[config.mk]
export PLATFORM = sky130hd
export DESIGN_NAME = fixed_frame_gpio_deframer
export DESIGN_NICKNAME = d
export VERILOG_FILES = /design/src/fgd_pkg.sv /design/src/fixed_frame_gpio_deframer.sv
export SDC_FILE = /design/constraint.sdc
export NUM_CORES = 1
export LEC_CHECK = 0
export BUFFER_PORTS_ARGS = -buffer_cell sky130_fd_sc_hd__buf_2
export CAP_MARGIN = 30
export CORE_MARGIN = 3
export CORE_UTILIZATION = 30
export DETAILED_ROUTE_END_ITERATION = 8
export PLACE_DENSITY = 0.49
export SETUP_SLACK_MARGIN = 0.4
export SYNTH_ARGS = -nofsm -noshare
export SYNTH_HDL_FRONTEND = slang
export SYNTH_SLANG_ARGS = --single-unit
export TNS_END_PERCENT = 50
[constraint.sdc]
create_clock -name clk -period 10.27 [get_ports clk]
set_input_delay 1.027 -clock clk [delete_from_list [all_inputs] [get_ports clk]]
set_output_delay 1.027 -clock clk [all_outputs]
set_load 0.03 [all_outputs]
[src/fgd_pkg.sv]
// Package for the fixed frame GPIO deframer.
// Holds deframer phase type, item kind codes, register indexes and widths.
// No dependencies.
package fgd_pkg;

	// Deframer phase
	typedef enum logic [1:0] {
		PH_WAIT_HDR = 2'd0,
		PH_PAYLOAD  = 2'd1,
		PH_WAIT_END = 2'd2
	} phase_t;

	// Item kind carried by the mode field
	localparam logic MODE_BYTE = 1'b0;
	localparam logic MODE_TICK = 1'b1;

	// Configuration register indexes
	localparam int unsigned CFG_IDX_W = 2;
	typedef logic [CFG_IDX_W-1:0] cfg_idx_t;
	localparam cfg_idx_t REG_HEADER_BYTE = 2'd0;
	localparam cfg_idx_t REG_END_BYTE    = 2'd1;
	localparam cfg_idx_t REG_TIMEOUT_MS  = 2'd2;

	localparam int unsigned CFG_DATA_W = 16;

	// Frame layout
	localparam int unsigned PAY_LEN   = 4;
	localparam int unsigned PAY_IDX_W = 2;
	typedef logic [PAY_IDX_W-1:0] pay_idx_t;

	// Reset values of the configuration registers
	localparam logic [7:0]            HEADER_RST  = 8'hAA;
	localparam logic [7:0]            END_RST     = 8'h55;
	localparam logic [CFG_DATA_W-1:0] TIMEOUT_RST = 16'd1000;

endpackage

[src/fixed_frame_gpio_deframer.sv]
// Fixed frame GPIO deframer, top level.
// Path from input transaction to result: input register, then result register.
// One item per cycle unless a result is stalled; exactly one result per transaction.
// The rate is set by the single deframer/counter update between the two register stages.
// Reset (arst_n, asynchronous, active low): deframer waits for header, image, counters
// and time clear, config registers take header 0xAA, end 0x55, timeout 1000 ms.
// Depends on fgd_pkg.
module fixed_frame_gpio_deframer
	import fgd_pkg::*;
#(
	parameter int unsigned GPIO_BITS = 32
) (
	input  logic                  clk,
	input  logic                  arst_n,
	// configuration write port
	input  logic                  cfg_we,
	input  cfg_idx_t              cfg_index,
	input  logic [CFG_DATA_W-1:0] cfg_data,
	// input channel
	input  logic                  in_valid,
	output logic                  in_stall,
	input  logic                  mode,
	input  logic [7:0]            rx_byte,
	// result channel
	output logic                  out_valid,
	input  logic                  out_stall,
	output logic [31:0]           gpio_bits,
	output logic [31:0]           packet_total,
	output logic [31:0]           last_packet_time,
	output logic                  online,
	output logic                  frame_done,
	output logic                  framing_error
);

	// ------------------------------------------------------------------
	// Configuration registers
	// ------------------------------------------------------------------
	logic [7:0]            header_q;
	logic [7:0]            end_q;
	logic [CFG_DATA_W-1:0] timeout_q;

	always_ff @(posedge clk or negedge arst_n) begin
		if (!arst_n) begin
			header_q  <= HEADER_RST;
			end_q     <= END_RST;
			timeout_q <= TIMEOUT_RST;
		end else if (cfg_we) begin
			// Out-of-range indexes fall through and are ignored
			if (cfg_index == REG_HEADER_BYTE) begin
				header_q <= cfg_data[7:0];
			end
			if (cfg_index == REG_END_BYTE) begin
				end_q <= cfg_data[7:0];
			end
			if (cfg_index == REG_TIMEOUT_MS) begin
				timeout_q <= cfg_data;
			end
		end
	end

	// ------------------------------------------------------------------
	// Flow control: the whole pipe advances unless a result sits unclaimed
	// on a stalled output. The input stage refills in the same cycle the
	// result register drains, so one transaction per cycle flows through.
	// ------------------------------------------------------------------
	logic advance;
	logic out_valid_q;

	assign advance  = !(out_valid_q && out_stall);
	assign in_stall = !advance;

	// Input register
	logic       valid_s1;
	logic       mode_s1;
	logic [7:0] byte_s1;

	always_ff @(posedge clk or negedge arst_n) begin
		if (!arst_n) begin
			valid_s1 <= 1'b0;
		end else if (advance) begin
			valid_s1 <= in_valid;
		end
	end

	always_ff @(posedge clk) begin
		if (advance && in_valid) begin
			mode_s1 <= mode;
			byte_s1 <= rx_byte;
		end
	end

	// ------------------------------------------------------------------
	// Deframer and bookkeeping state
	// ------------------------------------------------------------------
	phase_t               phase_q, phase_d;
	pay_idx_t             idx_q, idx_d;
	logic [7:0]           payload_q [PAY_LEN];
	logic [31:0]          image_q, image_d;
	logic [31:0]          count_q, count_d;
	logic [31:0]          last_q, last_d;
	logic [31:0]          time_q, time_d;
	logic                 pay_we;
	logic                 done_d;
	logic                 ferr_d;
	logic                 online_d;
	logic                 proc;
	logic [PAY_LEN*8-1:0] frame_word;
	logic [31:0]          elapsed;

	assign proc = valid_s1 && advance;

	// Payload byte 0 lands in bits 7:0; narrow GPIO keeps the low bits only
	assign frame_word = {payload_q[3], payload_q[2], payload_q[1], payload_q[0]};

	always_comb begin
		phase_d = phase_q;
		idx_d   = idx_q;
		image_d = image_q;
		count_d = count_q;
		last_d  = last_q;
		time_d  = time_q;
		pay_we  = 1'b0;
		done_d  = 1'b0;
		ferr_d  = 1'b0;
		if (proc) begin
			if (mode_s1 == MODE_TICK) begin
				// Advance the wrapping millisecond clock; deframer holds
				time_d = time_q + 32'd1;
			end else begin
				unique case (phase_q)
					PH_WAIT_HDR: begin
						if (byte_s1 == header_q) begin
							idx_d   = '0;
							phase_d = PH_PAYLOAD;
						end
					end
					PH_PAYLOAD: begin
						pay_we = 1'b1;
						idx_d  = idx_q + pay_idx_t'(1);
						if (idx_q == pay_idx_t'(PAY_LEN - 1)) begin
							phase_d = PH_WAIT_END;
						end
					end
					PH_WAIT_END: begin
						if (byte_s1 == end_q) begin
							// Commit the frame; image bits above GPIO_BITS stay zero
							image_d = 32'(frame_word[GPIO_BITS-1:0]);
							count_d = count_q + 32'd1;
							last_d  = time_q;
							done_d  = 1'b1;
						end else begin
							// Wrong end byte: drop the frame
							ferr_d = 1'b1;
						end
						phase_d = PH_WAIT_HDR;
					end
					default: begin
						phase_d = PH_WAIT_HDR;
					end
				endcase
			end
		end
		// Online test uses the state after this item; time difference wraps
		elapsed  = time_d - last_d;
		online_d = elapsed < {16'd0, timeout_q};
	end

	always_ff @(posedge clk or negedge arst_n) begin
		if (!arst_n) begin
			phase_q <= PH_WAIT_HDR;
			idx_q   <= '0;
			image_q <= '0;
			count_q <= '0;
			last_q  <= '0;
			time_q  <= '0;
		end else begin
			phase_q <= phase_d;
			idx_q   <= idx_d;
			image_q <= image_d;
			count_q <= count_d;
			last_q  <= last_d;
			time_q  <= time_d;
		end
	end

	// Payload bytes reset to zero, matching a commit before any payload arrived
	always_ff @(posedge clk or negedge arst_n) begin
		if (!arst_n) begin
			for (int i = 0; i < PAY_LEN; i++) begin
				payload_q[i] <= '0;
			end
		end else if (pay_we) begin
			payload_q[idx_q] <= byte_s1;
		end
	end

	// ------------------------------------------------------------------
	// Result register
	// ------------------------------------------------------------------
	logic [31:0]          gpio_q;
	logic [31:0]          total_q;
	logic [31:0]          ptime_q;
	logic                 online_q;
	logic                 done_q;
	logic                 ferr_q;

	always_ff @(posedge clk or negedge arst_n) begin
		if (!arst_n) begin
			out_valid_q <= 1'b0;
		end else if (advance) begin
			out_valid_q <= valid_s1;
		end
	end

	always_ff @(posedge clk) begin
		if (proc) begin
			gpio_q   <= image_d;
			total_q  <= count_d;
			ptime_q  <= last_d;
			online_q <= online_d;
			done_q   <= done_d;
			ferr_q   <= ferr_d;
		end
	end

	assign out_valid        = out_valid_q;
	assign gpio_bits        = gpio_q;
	assign packet_total     = total_q;
	assign last_packet_time = ptime_q;
	assign online           = online_q;
	assign frame_done       = done_q;
	assign framing_error    = ferr_q;

	// ------------------------------------------------------------------
	// Assertions
	// ------------------------------------------------------------------

	// A committed frame bumps the packet count by exactly one
	a_commit_counts: assert property (@(posedge clk) disable iff (!arst_n)
		proc && done_d |=> count_q == $past(count_q) + 32'd1)
		else $error("packet count did not advance on commit");

	// A tick never moves the deframer
	a_tick_holds_phase: assert property (@(posedge clk) disable iff (!arst_n)
		proc && (mode_s1 == MODE_TICK) |=> phase_q == $past(phase_q) && idx_q == $past(idx_q))
		else $error("deframer moved on a tick");

	// A reported good frame carries the stored time of the last good frame
	a_done_time: assert property (@(posedge clk) disable iff (!arst_n)
		out_valid_q && done_q |-> ptime_q == last_q)
		else $error("frame time does not match stored time");

	// Done and framing error come only from the end-byte check, never together
	a_done_excl: assert property (@(posedge clk) disable iff (!arst_n)
		proc && (done_d || ferr_d) |-> phase_q == PH_WAIT_END && !(done_d && ferr_d))
		else $error("frame outcome outside end-byte check");

endmodule

Yosys cells after proc, flatten, opt, wreduce, memory -nomap -nowiden
Cells that the tools add are included.
- memories kept: 0
- bits in writable memories: 0
- bits in read-only memories: 0
- latch bits: 0
- word-level logic and storage cells: 83
- register bits after elaboration: 306
- output and inout bits: 101
- bits of input ports: 32
- equality and inequality tests: 9
- mux-type cells: 27
- shift-type cells: 0
- multipliers: 0
- bitwise operators: 3
- div/mod/pow operators: 0
- $lt $le $gt $ge: 3
- $add $sub $neg: 4
- reductions and logical operators: 14
- operators with widths (kind ; number):
    $mux 32 ; 14
    $add 32x1->32 const B ; 2
    $bwmux 32 ; 1
    $lt 32x16->1 ; 1
    $sub 32x32->32 ; 1
    $demux 8 s2 ; 1
    $eq 8x8->1 ; 2
    $mux 8 ; 1
    $pmux 2 s2 ; 2
    $reduce_and 4->1 ; 2
    $eq 2x2->1 const B ; 3
    $mux 2 ; 3
    $reduce_and 2->1 ; 3
    $mux 1 ; 5
    $eq 2x1->1 const B ; 2
    $logic_and 1x1->1 ; 4
    $logic_not 2->1 ; 2
    $ne 2x2->1 const B ; 2
    $ge 3x3->1 const B ; 1
    $lt 3x1->1 const B ; 1
    $not 2->3 ; 1
    $add 2x1->2 const B ; 1
    $not 1->1 ; 2
    $reduce_bool 2->1 ; 1
    other kinds (2) ; 2

Logic depth before layout (Yosys ltp)
Gate-level depths: netlist of run 1.
- depth after elaboration: 7
- depth in mapped cells: 28
- gate-level depth less buffers: 25

Worst setup path after synthesis of run 1
OpenSTA, ideal clock, no wires.
- kind: in2reg
- from: input out_stall
- to: register online_q, in the netlist online (data pin)
- data arrival time: 7.205 ns
- slack: 2.896 ns
- setup time: 0.170 ns
- buffers on the path: 1
- stages on the path: 25
- required time: 10.100 ns
- cell sequence: a21bo_2 clkbuf_1 inv_1 nand3_1 nor3_2 or2_2 xnor2_1 ha_1 a31o_2 a31oi_2 nor3_1 nor2_1 o21ai_0 xor2_1 ha_1 a21oi_1 nor2b_1 o21ai_0 o2111a_1 o221ai_1 o21bai_1 nor4_1 nand4_1 or4_1 nor4_2
- cells in the longest elaborated chain, start to end: 6
- elaborated cells between the ends (all ways): 7
- those cells by class: 1 x add/sub; 1 x order compare; 2 x mux; 3 x reduce/logical
- ends and longest elaborated chain (item ; line ; text):
    start, declared ; fixed_frame_gpio_deframer.sv:26 ; input logic out_stall,
    $logic_and 1x1->1 ; fixed_frame_gpio_deframer.sv:69 ; assign advance = !(out_valid_q && out_stall);
    $logic_not 1->1 ; fixed_frame_gpio_deframer.sv:69 ;
    $logic_and 1x1->1 ; fixed_frame_gpio_deframer.sv:110 ; assign proc = valid_s1 && advance;
    via proc ; fixed_frame_gpio_deframer.sv:106 ; logic proc;
    $mux 32 ; fixed_frame_gpio_deframer.sv:125 ; if (proc) begin
    via last_d[1] ; fixed_frame_gpio_deframer.sv:100 ; logic [31:0] last_q, last_d;
    $sub 32x32->32 ; fixed_frame_gpio_deframer.sv:164 ; elapsed = time_d - last_d;
    $lt 32x16->1 ; fixed_frame_gpio_deframer.sv:165 ; online_d = elapsed < {16'd0, timeout_q};
    via online_d ; fixed_frame_gpio_deframer.sv:105 ; logic online_d;
    end signal, assigned ; fixed_frame_gpio_deframer.sv:220 ; online_q <= online_d;
    end, declared ; fixed_frame_gpio_deframer.sv:203 ; logic online_q;
The timed path passes the listed nets, and every way through them passes these cells.
A chain may end at the register's enable or synchronous reset.

Worst setup path after layout of run 1
- from: register byte_s1[5]
- to: register online_q, in the netlist online (data pin)
- cells in the longest elaborated chain, start to end: 7
- ends and longest elaborated chain (item ; line ; text):
    start, declared ; fixed_frame_gpio_deframer.sv:75 ; logic [7:0] byte_s1;
    start signal, assigned ; fixed_frame_gpio_deframer.sv:88 ; byte_s1 <= rx_byte;
    $eq 8x8->1 ; fixed_frame_gpio_deframer.sv:145 ; if (byte_s1 == end_q) begin
    $mux 32 ; fixed_frame_gpio_deframer.sv:145 ;
    $mux 32 ; fixed_frame_gpio_deframer.sv:130 ; unique case (phase_q)
    $mux 32 ; fixed_frame_gpio_deframer.sv:126 ; if (mode_s1 == MODE_TICK) begin
    $mux 32 ; fixed_frame_gpio_deframer.sv:125 ;
    $sub 32x32->32 ; fixed_frame_gpio_deframer.sv:164 ;
    $lt 32x16->1 ; fixed_frame_gpio_deframer.sv:165 ;
    via online_d ; fixed_frame_gpio_deframer.sv:105 ;
The timed path passes the listed nets, and every way through them passes these cells.

==> key figures, run 1 <==
Synthesis
  – Post-Synth XOR/XNOR Area: roughly 6.5%
  – FFs w/ async S/R, synth: 64.7%
  – Post-synth top area share: 33.2%
  – Largest area contributor in the netlist: dfrtp_1
  – Cells after Synth: 1191
  – Area contributors post-synth: dfrtp_1, edfxtp_1, nand2_1
  – Avg Synthesized Cell Area: between 10 and 15 sq um
  – Synth Cell Area: 13900 sq um
  – Top_reg_cell synth: dfrtp_1
  – Simple-Gate Fraction of Synth Area: 13.7%
  – Synth Net Count: 1275
  – Largest family of logic cells by synthesized area: simple AND/OR/NAND/NOR gates
  – Synth Register Bits: 306
  – Unique masters post-synth: 68
  – Seq/Total Area, Yosys: around three fifths
  – Post-synth EDFFs: between 100 and 150
  – Mux cell area share after synthesis: 6.14%
  – Post-synthesis compound-gate area fraction: about 7.0%
  – Post-Synth Adder-Cell Area: 4.70%
  – Synth Warn #: 0

Timing
  – Fmax: 134 MHz
  – Max-slew violation count: 0
  – RSZ-0062 raised after global routing: no
  – Worst-Margin Slew: 867 ps
  – Slew HR: 42.2%
  – Worst Skew: ~24 ps
  – Final worst path period need: 7450 ps
  – Period utilisation layout: between 70 and 80%
  – Count of final hold-check violations: 0
  – Endpoints failing setup: 0
  – TNS Setup: 0 ps

Cells and area
  – Final instance count without filler cells: 1957
  – Layout fillers: about 4600
  – Layout cells sized above 1: 21.6%
  – N_diodes: 0
  – Layout Nets: 1415
  – P&R area growth vs syn: 18.2%

GRT
  – Vias in the first global route: ~9200
  – Grt ovf: 0
  – Largest net degree at the start of global routing: 70
  – Antenna violations before repair: 3
  – GR Util All Layers: 13.3%
  – First-pass GRT wire length: 52600 microns

Floorplan
  – DIE HEIGHT: 221 microns
  – Die footprint: 48800 sq um
  – # IOs: 133
  – Die width: approximately 220 microns
  – Core Footprint: 45500 sq um
  – Starting Density: 30.5%
  – Row count: 78

Critical path
  – CP Max Fanout: 34
  – WS Path Type: flip-flop to flip-flop
  – Critical Path AT: 7800 ps
  – Worst path required time: ~11000 ps
  – CP Capture Type: flip-flop
  – Startpoint types: flip-flop

Clock network
  – # Post-CTS Setup Buffers: 0
  – Clock Latency Late Sink: about 540 ps
  – CTS Buffer Depth: 3
  – Clock-pin slew on the worst setup and hold paths: 60 ps
  – Htree depth: 2
  – Num CTS Buffers: 35
  – Num Clock Sinks: 306
  – CTS tree: yes
  – Post-CTS sizing: 0
  – Root Driver: clkbuf_16
  – Hold buffers post-CTS: 0

Placed design
  – HPWL after detailed placement: 23900 microns
  – Placed insts: around 1900
  – GP Congestion: 0.844
  – Number of buffers added on ports: 132

Route
  – Via count: 9130
  – Initial DRC count: 530
  – Vias per cell: ~4.7
  – Post-route ant nets: 0
  – WL final: around 33000 microns
  – 1st-pass router iterations: 7
  – Wire length per cell: 16.8 microns
  – Drt drc: 0

Pwr
  – Final Power: 3.41 mW
  – Power Density: ~210 nW/um^2
  – Peak supply drop: 0.115 mV
  – Leakage: 7.79 nW

Hold path
  – Worst min path class: flip-flop to flip-flop

Flow run
  – Max-cap violation count: 0

Run status
  – Status: finished clean
==> cells in the final DEF, fill, tap and decap left out, types with 5 or more instances in the layout <==
cell type  Yosys  final
mux2_2        64     64
nor3_1         8      8
a21o_1        18     18
inv_1         64     63
mux2i_1       13     13
nor4_1         8      7
nand3b_1       5      5
and3_1        16     16
edfxtp_1     108    108
and2_1         7      7
nand4_1       30     30
buf_4          0      6
nand3_1       28     28
nand2_1      227    227
nor2_1        46     46
xnor2_1       64     64
ha_1          52     52
o21ai_0       32     32
o21bai_1      12     12
xor2_1        39     39
a21oi_1       39     39
clkbuf_16      0     36
dfstp_2       14     14
clkbuf_8       0      6
or3_1          5      5
dfrtp_1      184    184
nand2b_1       5      5
clkinv_2       0      8
buf_2          1    131
==> where the power goes <==
part	leakage [nW]	switching (mW)	internal (mW)
Sequential	3.70	0.0471	1.35
Combinational	3.51	0.460	0.309
Clock	0.574	0.505	0.734
Total	7.79	1.01	2.40
==> per-layer routing <==
metal,global-route usage (%),vias to the layer above,routed length [microns]
met1,19.2,4461,16100
li1,-,4435,-
met5,0,-,28
met2,20.3,180,14500
met4,3.26,6,573
met3,3.33,48,1780
==> cells by family (layout without fill, tap and decap cells) <==
family | Yosys count | count (layout)
AND/OR/NAND/NOR | 409 | 409
flip-flops | 306 | 306
AO/OA/AOI/OAI | 144 | 144
XOR/XNOR | 103 | 103
buffers and inverters | 100 | 266
multiplexers | 77 | 77
adder cells (fa/ha/maj) | 52 | 52
==> layout make-up <==
type	instances	area [sq um]	area share (%)
Tap cell	600	751	4.58
Multi-Input combinational cell	785	5270	32.2
Inverter	64	243	1.48
Clock inverter	19	178	1.08
Timing Repair Buffer	139	742	4.53
Sequential cell	306	8220	50.2
Clock buffer	44	981	5.99
==> synth_stat cells, types with 5 or more instances <==
library cell  number
nand4_1           30
nor4_1             8
and3_1            16
nand3b_1           5
mux2i_1           13
and2_1             7
edfxtp_1         108
dfrtp_1          184
inv_1             64
nand2_1          227
a21oi_1           39
nor3_1             8
xnor2_1           64
xor2_1            39
clkbuf_1          35
dfstp_2           14
ha_1              52
nand2b_1           5
o21bai_1          12
mux2_2            64
o21ai_0           32
nor2_1            46
a21o_1            18
or3_1              5
nand3_1           28
or4_1              5
==> registers in the layout, indices dropped and copies added (netlist names), 8 cells and up <==
signal and cells:
header_q 8, timeout_q 16, byte_s1 8, time_q 32
frame_word 32, count_q 32, gpio_bits 32, end_q 8
image_q 32, last_packet_time 32, last_q 32, packet_total 32
==> worst max-delay path, stage by stage (launching register included) <==
cell and delay [ps]:
edfxtp_1 520, xor2_1 200, or4_4 580, or4_2 940, buf_4 400, mux2i_1 190, ha_1 440, a21o_1 170
nand3_1 100, a311oi_1 340, or3b_2 480, o211a_1 250, and3b_1 220, nor2_1 130, xor2_1 190, ha_1 270
nor2b_1 130, o21ai_0 150, o2111a_1 200, o221ai_1 90, o21bai_1 170, nor4_1 170, nand4_1 120, or4_1 520
nor4_2 250
==> per-stage QoR <==
stage / util [%] / instance area, sq um / hold WS, ps / setup slack, ps
final: 36.0 / 16400 / 460 / 2820
after global routing: 36.0 / 16400 / 480 / 2310
after CTS: 36.0 / 16400 / 461 / 2820
after detailed placement: 33.4 / 15200 / 451 / 2670
after global placement: 33.4 / 15200 / 449 / 2790
after floorplan: - / 13900 / 430 / 2900
==> path summary, 6_finish.rpt <==
| path | slack (ps) | from | end | cells after the start |
|---|---|---|---|---|
| worst min-delay path | 460 | count_q[31]$_DFF_PN0_ | count_q[31]$_DFF_PN0_ | 1 |
| worst max register to register | 2820 | byte_s1[5]$_DFFE_PP_ | online$_DFFE_PP_ | 24 |
| min in group asynchronous | 500 | arst_n | count_q[31]$_DFF_PN0_ | 1 |
| worst max-delay path | 2820 | byte_s1[5]$_DFFE_PP_ | online$_DFFE_PP_ | 24 |
| max in group asynchronous | 8160 | arst_n | timeout_q[12]$_DFFE_PN0P_ | 3 |
| worst min register to register | 460 | count_q[31]$_DFF_PN0_ | count_q[31]$_DFF_PN0_ | 1 |
Power figures use the tool's default switching activity.
==> inputs of run 2 (changes only) <==
- PLACE_DENSITY: 0.49 -> 0.51
- clock period: 10.27 -> 6.65 ns (I/O delays scaled with it)
==> run 2 against run 1 <==
Against the previous run: combinational power is 72% higher; clock power increased by 56%; first-iteration DRC count grew 11%; largest power group unchanged.
==> key figures, run 2 (synthesis results as in run 1) <==
Run status
  – Status: finished clean

Floorplan
  – Die footprint: 48800 sq um (unchanged)
  – Starting Density: 30.5% (unchanged)
  – Row count: 78 (unchanged)
  – Core Footprint: 45500 sq um (unchanged)
  – Die width: 221 microns (unchanged)
  – DIE HEIGHT: 221 microns (unchanged)
  – # IOs: 133 (unchanged)

Pwr
  – Switching share of power: 29.5% (-0.18 points)
  – Final Power: 5.41 mW (+59%)
  – Reg power frac: 39.8% (-1.3 points)
  – Clk pwr share: 35.8% (-0.5 points)
  – Peak supply drop: 0.146 mV (+27%)
  – Int Power: 3.82 mW (+59%)
  – Combinational Power Share: 24.3% (+1.8 points)
  – Leakage: 7.95 nW (+2.1%)
  – Power Density: 323 nW/um^2 (+55%)
  – Net Switching: 1.60 mW (+58%)

Cells and area
  – Layout fillers: 4529 (-1.2%)
  – Sequential cell area: 8220 sq um (unchanged)
  – P&R area growth vs syn: 20.9%
  – Layout cells sized above 1: 23.7% (+2.1 points)
  – N_diodes: 0 (unchanged)
  – Multi-input logic area: 5370 sq um (+1.9%)
  – Most frequent cells in the layout: nand2_1, dfrtp_1, buf_2
  – Commonest non-fill, non-tap cell in the layout: nand2_1
  – Layout Nets: 1448 (+2.3%)

Route
  – Post-route ant nets: 0 (unchanged)
  – Initial DRC count: 587 (+11%)
  – Drt drc: 0 (unchanged)
  – Vias per cell: 4.67 (+0.13%)
  – Wire length per cell: 16.9 microns (+0.32%)
  – 1st-pass router iterations: 5 (-2)
  – WL final: 33600 microns (+2.0%)
  – Via count: 9291 (+1.8%)

Timing
  – Final worst path period need: 6130 ps (-1320 ps)
  – Slew HR: 37.5% (-4.7 points)
  – Period utilisation layout: 92.2% (+20 points)
  – Worst Skew: 13.9 ps (-10.1 ps)
  – Worst-Margin Slew: 937 ps (+70.5 ps)
  – Endpoints failing setup: 0 (unchanged)
  – RSZ-0062 raised after global routing: yes
  – Hold WS: 70.4 ps (-389 ps)
  – Fmax: 163 MHz (+21%)
  – Max-slew violation count: 0 (unchanged)
  – TNS Setup: 0 ps (unchanged)
  – Count of final hold-check violations: 0 (unchanged)

Clock network
  – CTS tree: yes
  – Clock-pin slew on the worst setup and hold paths: 60 ps (about the same)
  – Num Clock Sinks: 306 (unchanged)
  – Hold buffers post-CTS: 0 (unchanged)
  – Htree depth: 2 (unchanged)
  – CTS Buffer Depth: 3 (unchanged)
  – Root Driver: clkbuf_16
  – Num CTS Buffers: 35 (unchanged)
  – Clock Latency Late Sink: 530 ps (about the same)

GRT
  – First-pass GRT wire length: 53500 microns (+1.7%)
  – Vias in the first global route: 9500 (+3.5%)
  – GR Util All Layers: 13.5% (+0.15 points)
  – Antenna violations before repair: 5 (+2)
  – Grt ovf: 0 (unchanged)
  – Largest net degree at the start of global routing: 162 (+130%)

Critical path
  – Depth of the worst register-to-register path: 23 (-4.2%)
  – CP Capture Type: flip-flop
  – CP Max Fanout: 4 (-88%)
  – WS Path Type: flip-flop to flip-flop
  – Startpoint types: flip-flop
  – Worst path required time: 6990 ps (-3630 ps)
  – Critical Path AT: 6480 ps (-1320 ps)

Placed design
  – GP Congestion: 0.843 (-0.11%)
  – HPWL after detailed placement: 24100 microns (+0.65%)
  – Number of buffers added on ports: 132 (unchanged)

Hold path
  – Worst min path class: input port to async pin

Flow run
  – Max-cap violation count: 0 (unchanged)
[run 2: changes by cell type in the layout (fill, tap and decap cells not counted), sizes merged]
cell,delta
inv,+1
clkinv,-11
buf,+32
bufinv,+2
clkbuf,+8
[run 2: layer usage]
layer  track usage (%)  routed length, microns
met2              21.4                   15100
met3              2.71                    1430
met1              18.9                   16300
met4              3.68                     678
met5                 0                      61
[run 2: worst paths after layout]
path	start	slack [ps]	endpoint
max in group asynchronous	arst_n	5380	timeout_q[2]$_DFFE_PN0P_
min in group clk	rx_byte[2]	310	byte_s1[2]$_DFFE_PP_
hold / removal	arst_n	70	last_q[23]$_DFF_PN0_
setup / recovery	end_q[2]$_DFFE_PN1P_	520	online$_DFFE_PP_
hold reg to reg	image_q[7]$_DFF_PN0_	460	image_q[7]$_DFF_PN0_
setup reg to reg	end_q[2]$_DFFE_PN1P_	520	online$_DFFE_PP_
[run 2: through the flow]
step	cell area (sq um)	utilization [%]	instances	worst slack (ps)
2_1_floorplan	13900	-	1191	405
3_3_place_gp	15400	33.9	1921	235
3_5_place_dp	15400	33.9	1921	107
4_1_cts	16700	36.7	1986	394
5_1_grt	16700	36.8	1989	249
6_report	16700	36.8	1989	519
[run 2: worst max-delay path, stage by stage, from the launching register on]
cell and delay (ps):
dfstp_2 530, xor2_1 90, or4_4 590, or4_4 580
mux2i_4 230, ha_4 280, buf_4 100, nand4_1 120
a311oi_2 330, or3b_4 420, o211a_4 250, and3b_2 210
nor2_2 90, xor2_1 180, ha_1 260, nor2b_1 130
o21ai_1 140, o2111a_1 200, o221ai_1 100, o21bai_1 170
nor4_1 160, nand4_1 110, or4_4 440, nor4_4 230
[run 2: power by group through the flow]
stage          logic [mW]  clock network [mW]  registers [mW]
2_1_floorplan       0.775                   0            2.29
3_3_place_gp         1.23                   0            2.19
3_5_place_dp         1.23                   0            2.19
4_1_cts              1.28                2.00            2.16
5_1_grt              1.46                2.07            2.17
6_report             1.32                1.94            2.16
[run 2: final cells by class]
class / count / area share [%]
Multi-Input combinational cell: 785 / 32.1
Clock buffer: 51 / 5.77
Timing Repair Buffer: 172 / 6.11
Clock inverter: 11 / 1.07
Sequential cell: 306 / 49.0
Tap cell: 600 / 4.48
Inverter: 64 / 1.46
[run 2: timing repair]
item                                    4_1_cts  5_1_grt
resized for setup                            17        6
buffers inserted                              3        2
endpoints found under the setup margin        1        1
pin swaps                                    15       10
endpoints found under the hold margin         0        0
gates cloned                                  0        1
